`config.mk`:
```
export PLATFORM = sky130hd
export DESIGN_NAME = bcst_ctrl
export DESIGN_NICKNAME = d
export VERILOG_FILES = /design/src/rtl/core/bcst_pkg.sv /design/src/rtl/core/bcst_ctrl.sv
export SDC_FILE = /design/constraint.sdc
export NUM_CORES = 1
export LEC_CHECK = 0
export BUFFER_PORTS_ARGS = -buffer_cell sky130_fd_sc_hd__buf_2
export CORE_MARGIN = 3
export CORE_UTILIZATION = 30
export DETAILED_ROUTE_END_ITERATION = 16
export PLACE_DENSITY_LB_ADDON = 0.25
export RECOVER_POWER = 50
export SYNTH_ARGS = -nofsm -noshare
export SYNTH_HDL_FRONTEND = slang
export SYNTH_SLANG_ARGS = --single-unit
```
`constraint.sdc`:
```
create_clock -name clk -period 5.96 [get_ports clk]
set_clock_uncertainty 0.2 [all_clocks]
set_input_delay 0 -clock clk [delete_from_list [all_inputs] [get_ports clk]]
set_output_delay 0 -clock clk [all_outputs]
set_load 0.02 [all_outputs]
```
`src/rtl/core/bcst_pkg.sv`:
```
// Shared types and constants for the battery charge state tracker.
package bcst_pkg;

    localparam int POWER_W    = 24;
    localparam int SOC_W      = 32;
    localparam int CFG_IDX_W  = 2;
    localparam int CFG_DATA_W = 16;
    localparam int CAP_W      = 16;
    localparam int STEP_W     = 16;
    localparam int VOLTS_W    = 10;

    localparam int DIVIDEND_W  = 72;
    localparam int DIVISOR_W   = 56;
    localparam int DIV_SHORT_W = 32;
    localparam int DIV_CNT_W   = 7;

    localparam int EXP_ITERATIONS = 16;

    localparam logic [SOC_W-1:0] FULL_Q = 32'd3355443200;
    localparam logic [SOC_W-1:0] HALF_Q = 32'd1677721600;
    localparam logic [30:0] ONE_Q30     = 31'h4000_0000;
    localparam logic [31:0] SLOPE_Q16   = 32'd13586;
    localparam logic [43:0] OFFSET_Q16  = 44'd36045;
    localparam logic [31:0] INV_E_Q30   = 32'd395007542;
    localparam logic [46:0] POWER_FLOOR = 47'd100;

    localparam logic [CAP_W-1:0]   CAP_RESET   = 16'd800;
    localparam logic [STEP_W-1:0]  STEP_RESET  = 16'd60;
    localparam logic [VOLTS_W-1:0] VOLTS_RESET = 10'd48;

    typedef enum logic [CFG_IDX_W-1:0] {
        REG_CAPACITY = 2'd0,
        REG_STEP     = 2'd1,
        REG_VOLTS    = 2'd2
    } reg_idx_t;

    typedef enum logic [4:0] {
        CMD_NONE,
        CMD_LOAD,
        CMD_PREP,
        CMD_CALC_A,
        CMD_LIM_MUL,
        CMD_LIM_DIV,
        CMD_LIM_SET,
        CMD_DEN_DIV,
        CMD_DEN_SET,
        CMD_U_DIV,
        CMD_U_SET,
        CMD_T_MUL,
        CMD_T_DIV,
        CMD_T_SET,
        CMD_T_CLAMP,
        CMD_E_MUL,
        CMD_BASE,
        CMD_P_LO,
        CMD_P_HI,
        CMD_D_SHIFT,
        CMD_DELTA_DIV,
        CMD_FINISH
    } cmd_t;

    typedef struct packed {
        logic div_busy;
        logic discharge;
        logic term_last;
        logic chain_done;
        logic out_free;
    } stat_t;

endpackage

```
`src/rtl/core/bcst_ctrl.sv`:
```
// Sequencer that steps the datapath through one time step per item.
module bcst_ctrl (
    input  logic            clk,
    input  logic            rst_n,
    input  logic            in_valid,
    output logic            in_ready,
    input  bcst_pkg::stat_t stat,
    output bcst_pkg::cmd_t  cmd
);

    typedef enum logic [25:0] {
        ST_IDLE       = 26'b1 << 0,
        ST_PREP       = 26'b1 << 1,
        ST_CALC_A     = 26'b1 << 2,
        ST_LIM_MUL    = 26'b1 << 3,
        ST_LIM_DIV    = 26'b1 << 4,
        ST_LIM_WAIT   = 26'b1 << 5,
        ST_LIM_SET    = 26'b1 << 6,
        ST_DEN_DIV    = 26'b1 << 7,
        ST_DEN_WAIT   = 26'b1 << 8,
        ST_DEN_SET    = 26'b1 << 9,
        ST_U_DIV      = 26'b1 << 10,
        ST_U_WAIT     = 26'b1 << 11,
        ST_U_SET      = 26'b1 << 12,
        ST_T_MUL      = 26'b1 << 13,
        ST_T_DIV      = 26'b1 << 14,
        ST_T_WAIT     = 26'b1 << 15,
        ST_T_SET      = 26'b1 << 16,
        ST_T_CLAMP    = 26'b1 << 17,
        ST_E_MUL      = 26'b1 << 18,
        ST_BASE       = 26'b1 << 19,
        ST_P_LO       = 26'b1 << 20,
        ST_P_HI       = 26'b1 << 21,
        ST_D_SHIFT    = 26'b1 << 22,
        ST_DELTA_DIV  = 26'b1 << 23,
        ST_DELTA_WAIT = 26'b1 << 24,
        ST_FINISH     = 26'b1 << 25
    } state_t;

    state_t state_reg;
    state_t state_next;

    always_ff @(posedge clk or negedge rst_n)
    begin
        if (!rst_n)
        begin
            state_reg <= ST_IDLE;
        end
        else
        begin
            state_reg <= state_next;
        end
    end

    always_comb
    begin
        state_next = state_reg;
        cmd        = bcst_pkg::CMD_NONE;
        in_ready   = 1'b0;
        unique case (state_reg)
            ST_IDLE:
            begin
                in_ready = 1'b1;
                if (in_valid)
                begin
                    cmd        = bcst_pkg::CMD_LOAD;
                    state_next = ST_PREP;
                end
            end
            ST_PREP:
            begin
                cmd        = bcst_pkg::CMD_PREP;
                state_next = ST_CALC_A;
            end
            ST_CALC_A:
            begin
                cmd        = bcst_pkg::CMD_CALC_A;
                state_next = ST_LIM_MUL;
            end
            ST_LIM_MUL:
            begin
                cmd        = bcst_pkg::CMD_LIM_MUL;
                state_next = ST_LIM_DIV;
            end
            ST_LIM_DIV:
            begin
                cmd        = bcst_pkg::CMD_LIM_DIV;
                state_next = ST_LIM_WAIT;
            end
            ST_LIM_WAIT:
            begin
                if (!stat.div_busy)
                begin
                    state_next = ST_LIM_SET;
                end
            end
            ST_LIM_SET:
            begin
                cmd        = bcst_pkg::CMD_LIM_SET;
                state_next = stat.discharge ? ST_BASE : ST_DEN_DIV;
            end
            ST_DEN_DIV:
            begin
                cmd        = bcst_pkg::CMD_DEN_DIV;
                state_next = ST_DEN_WAIT;
            end
            ST_DEN_WAIT:
            begin
                if (!stat.div_busy)
                begin
                    state_next = ST_DEN_SET;
                end
            end
            ST_DEN_SET:
            begin
                cmd        = bcst_pkg::CMD_DEN_SET;
                state_next = ST_U_DIV;
            end
            ST_U_DIV:
            begin
                cmd        = bcst_pkg::CMD_U_DIV;
                state_next = ST_U_WAIT;
            end
            ST_U_WAIT:
            begin
                if (!stat.div_busy)
                begin
                    state_next = ST_U_SET;
                end
            end
            ST_U_SET:
            begin
                cmd        = bcst_pkg::CMD_U_SET;
                state_next = ST_T_MUL;
            end
            ST_T_MUL:
            begin
                cmd        = bcst_pkg::CMD_T_MUL;
                state_next = ST_T_DIV;
            end
            ST_T_DIV:
            begin
                cmd        = bcst_pkg::CMD_T_DIV;
                state_next = ST_T_WAIT;
            end
            ST_T_WAIT:
            begin
                if (!stat.div_busy)
                begin
                    state_next = ST_T_SET;
                end
            end
            ST_T_SET:
            begin
                cmd        = bcst_pkg::CMD_T_SET;
                state_next = stat.term_last ? ST_T_CLAMP : ST_T_MUL;
            end
            ST_T_CLAMP:
            begin
                cmd        = bcst_pkg::CMD_T_CLAMP;
                state_next = ST_E_MUL;
            end
            ST_E_MUL:
            begin
                if (stat.chain_done)
                begin
                    state_next = ST_BASE;
                end
                else
                begin
                    cmd = bcst_pkg::CMD_E_MUL;
                end
            end
            ST_BASE:
            begin
                cmd        = bcst_pkg::CMD_BASE;
                state_next = stat.discharge ? ST_D_SHIFT : ST_P_LO;
            end
            ST_P_LO:
            begin
                cmd        = bcst_pkg::CMD_P_LO;
                state_next = ST_P_HI;
            end
            ST_P_HI:
            begin
                cmd        = bcst_pkg::CMD_P_HI;
                state_next = ST_DELTA_DIV;
            end
            ST_D_SHIFT:
            begin
                cmd        = bcst_pkg::CMD_D_SHIFT;
                state_next = ST_DELTA_DIV;
            end
            ST_DELTA_DIV:
            begin
                cmd        = bcst_pkg::CMD_DELTA_DIV;
                state_next = ST_DELTA_WAIT;
            end
            ST_DELTA_WAIT:
            begin
                if (!stat.div_busy)
                begin
                    state_next = ST_FINISH;
                end
            end
            ST_FINISH:
            begin
                cmd = bcst_pkg::CMD_FINISH;
                if (stat.out_free)
                begin
                    state_next = ST_IDLE;
                end
            end
            default:
            begin
                state_next = ST_IDLE;
            end
        endcase
    end

endmodule

```
==> results by group <==
Synthesis
  • Fraction of synthesis flops using an asynchronous set or reset pin: 100%
  • Share of Yosys cell area claimed by the top area cell type: 38.1%
  • Distinct cell type count after synthesis: 49
  • Commonest cells post-synth: sky130_fd_sc_hd__dfrtp_1 (25), sky130_fd_sc_hd__nor2_1 (19), sky130_fd_sc_hd__nor3_1 (18), sky130_fd_sc_hd__nor4_1 (13), sky130_fd_sc_hd__nand2_1 (12)
  • Mapped cell area: 1640 um2
  • Yosys synthesis warning count: 0
  • Number of enable-type register cells in the synthesized netlist: 0
  • Cell count after synthesis: 180
  • Biggest area contributors in the synthesized netlist: sky130_fd_sc_hd__dfrtp_1 (38%), sky130_fd_sc_hd__nor3_1 (5.5%), sky130_fd_sc_hd__nor4_1 (5.0%), sky130_fd_sc_hd__nor2_1 (4.3%), sky130_fd_sc_hd__nand3b_1 (3.2%)
  • Cell taking the most area after synthesis: sky130_fd_sc_hd__dfrtp_1
  • Net count after synthesis: 188
  • Most instantiated library cell after synthesis: sky130_fd_sc_hd__dfrtp_1
  • Top flip-flop cell by instance count after synthesis: sky130_fd_sc_hd__dfrtp_1
  • Synth Area per Inst: 9.11 um2
  • Sequential area share after synthesis: 39.7%
  • Number of synthesized register bits: 26

Clock tree
  • Post-CTS Setup Repair Bufs: 0
  • Clock transition time at the flip-flop clock pins of the worst setup and hold paths: 0.09 ns
  • Clock tree from TritonCTS: built
  • Root buffer selected by CTS: sky130_fd_sc_hd__clkbuf_8
  • Number of buffers between clock root and the deepest sink: 2
  • H-Tree Depth: 1
  • TritonCTS Buffers: 3
  • Number of sinks handled by clock tree synthesis: 26
  • Clk_lat worst skew: 0.28 ns

Placed design
  • Placer congestion estimate: 0.847
  • Half-perimeter wire length of the detailed placement result: ~3.3 mm
  • Number of port buffers: 13
  • Dpl ws: 3.01 ns

Critical path
  • Category of the most critical setup path: reg2out
  • Worst Setup End Kind: primary output
  • WP data required: between 5 and 6 ns
  • Highest fanout seen on the critical path: 13
  • Worst path arrival time: between 3 and 4 ns
  • Critical path launch point type: flop

Pwr
  • Power density cells: about 270 nW/um2
  • Net load switching power: 0.199 mW
  • Standby leakage power: 0.823 nW
  • Internal: 0.316 mW
  • Sw frac: between 30% and 40%
  • Sequential group share of total power: 39.4%
  • Share of power burned in the clock network: 23.1%
  • Combinational share of power: 37.5%
  • Power Total: between 0.5 and 0.6 mW
  • Worst voltage drop across the vdd grid: around 210 uV

Global routing
  • Maximum number of pins on one net before global-route repair: 27
  • Total Routing Usage GR: 15.1%
  • Number of global-route vias before repair: around 1.5k
  • Number of antenna violations at the first check in global routing: 0
  • Overall overflow remaining after global route: 0
  • Global-route wire length before repair: 7.60 mm

Finish
  • Share of cells above drive strength 1: roughly 15%
  • Filler cell count in the final layout: between 500 and 600
  • Largest register FFs: 26
  • Layout net count: 206
  • # diodes: 0
  • Area Overhead vs Synth: 14.3%

Floorplanning
  • Area of the core region: 5200 um2
  • Initial core utilization: 31.5%
  • Site Rows: 26
  • Die outline height: 79.9 um
  • I/O Pins: 14
  • Die span in x: 79.9 um
  • DIE AREA: 6390 um2

Detailed routing
  • Detailed-route vias per instance: 5.57
  • Per-cell routed wire length: 16.5 um
  • Drt first-iter violations: 100
  • Number of detailed-route iterations in the first pass: 5
  • Routed WL: 4.42 mm
  • Number of vias after detailed routing: 1488
  • DRC violation count after routing: 0
  • Antenna Violating Nets Remaining: 0

Timing
  • Final hold slack: roughly 0.25 ns
  • Peak Freq: around 300 MHz
  • Count of final hold-check violations: 0
  • Setup Total Neg Slack: 0 ns
  • Setup WS post-layout: approximately 2.7 ns
  • Tcrit/Tclk final: 55.3%
  • Final setup fails: 0
  • Unrepaired setup endpoints after global routing: false
  • Relative slew slack: -0.921%
  • Measured slew at the worst slew-check pin: 1.51 ns
  • Fin crit period: between 3 and 4 ns
  • Final number of max-transition violations: 27

Job
  • Max-Cap Viols: 1

Status
  • Failing checks: max-capacitance violations, max-slew violations
  • Outcome: finished with violations

Min path
  • Worst hold path type: in2reg
==> stage by stage <==
step / utilization (%) / std cells / area [um2]
CTS: 36.0 / 267 / 1880
floorplan: - / 180 / 1640
global placement: 33.6 / 256 / 1750
finish: 36.0 / 267 / 1870
detailed placement: 33.6 / 256 / 1750
global route: 36.0 / 267 / 1870
==> cell type report <==
type	instances	area [um2]	area share [%]
tap	70	87.6	4.67
inverter	6	22.5	1.20
multi-input combinational	141	923	49.3
sequential	26	652	34.8
clock buffer	4	55.1	2.94
timing repair buffer	20	134	7.14
==> critical path, cell delays in order, from the launching register on <==
cell,delay [ns]
sky130_fd_sc_hd__dfrtp_1,0.44
sky130_fd_sc_hd__nor3_1,0.48
sky130_fd_sc_hd__nand3_1,0.49
sky130_fd_sc_hd__or4_1,0.63
sky130_fd_sc_hd__or3_2,0.50
sky130_fd_sc_hd__nand3b_1,0.11
sky130_fd_sc_hd__buf_2,0.17
==> kinds of logic after synthesis <==
kind of cell,count (synthesis),share of synthesized area (%)
buf+inv,13,3.97
simple gates,112,41.9
compound gates,20,9.61
flops,26,39.7
xor+xnor,9,4.81
==> power by group through the flow <==
stage,Clock (mW),Sequential (mW),Combinational (mW)
after floorplan,0,0.202,0.138
after global placement,0,0.205,0.189
after detailed placement,0,0.205,0.186
after CTS,0.123,0.202,0.191
after global routing,0.126,0.206,0.217
final,0.119,0.203,0.193
==> routing by layer <==
layer,track usage [%],vias up,wire (um)
met3,2.37,9,217
met1,21.4,699,2140
met2,23.0,55,1980
met5,0,-,0
li1,-,725,-
met4,5.41,0,78
==> worst paths after layout <==
check	slack, ns	from	to	depth (start not counted)
setup / recovery	2.66	state_reg[20]	cmd[3]	6
hold / removal	0.25	stat[2]	state_reg[13]	3
setup reg to reg	2.96	state_reg[20]	state_reg[0]	5
hold reg to reg	0.37	state_reg[23]	state_reg[21]	1
max in group asynchronous	4.27	rst_n	state_reg[8]	2
min in group asynchronous	0.41	rst_n	state_reg[22]	2
==> what timing repair did <==
action                    in CTS  in global routing
hold endpoints to repair      38                  0
resized for setup              0                  0
hold buffers                   7                  0
==> placed cells by master (no fill, tap or decap), types with 5 or more instances in the layout <==
cell | netlist | layout
sky130_fd_sc_hd__buf_2 | 0 | 12
sky130_fd_sc_hd__dfrtp_1 | 25 | 25
sky130_fd_sc_hd__dlygate4sd3_1 | 0 | 7
sky130_fd_sc_hd__inv_1 | 6 | 6
sky130_fd_sc_hd__nand2_1 | 12 | 12
sky130_fd_sc_hd__nand3_1 | 5 | 5
sky130_fd_sc_hd__nand3b_1 | 7 | 7
sky130_fd_sc_hd__nand4_1 | 7 | 7
sky130_fd_sc_hd__nor2_1 | 19 | 19
sky130_fd_sc_hd__nor3_1 | 18 | 18
sky130_fd_sc_hd__nor4_1 | 13 | 13
sky130_fd_sc_hd__xor2_1 | 5 | 5
Note: power is estimated with default switching activity, not from simulation.
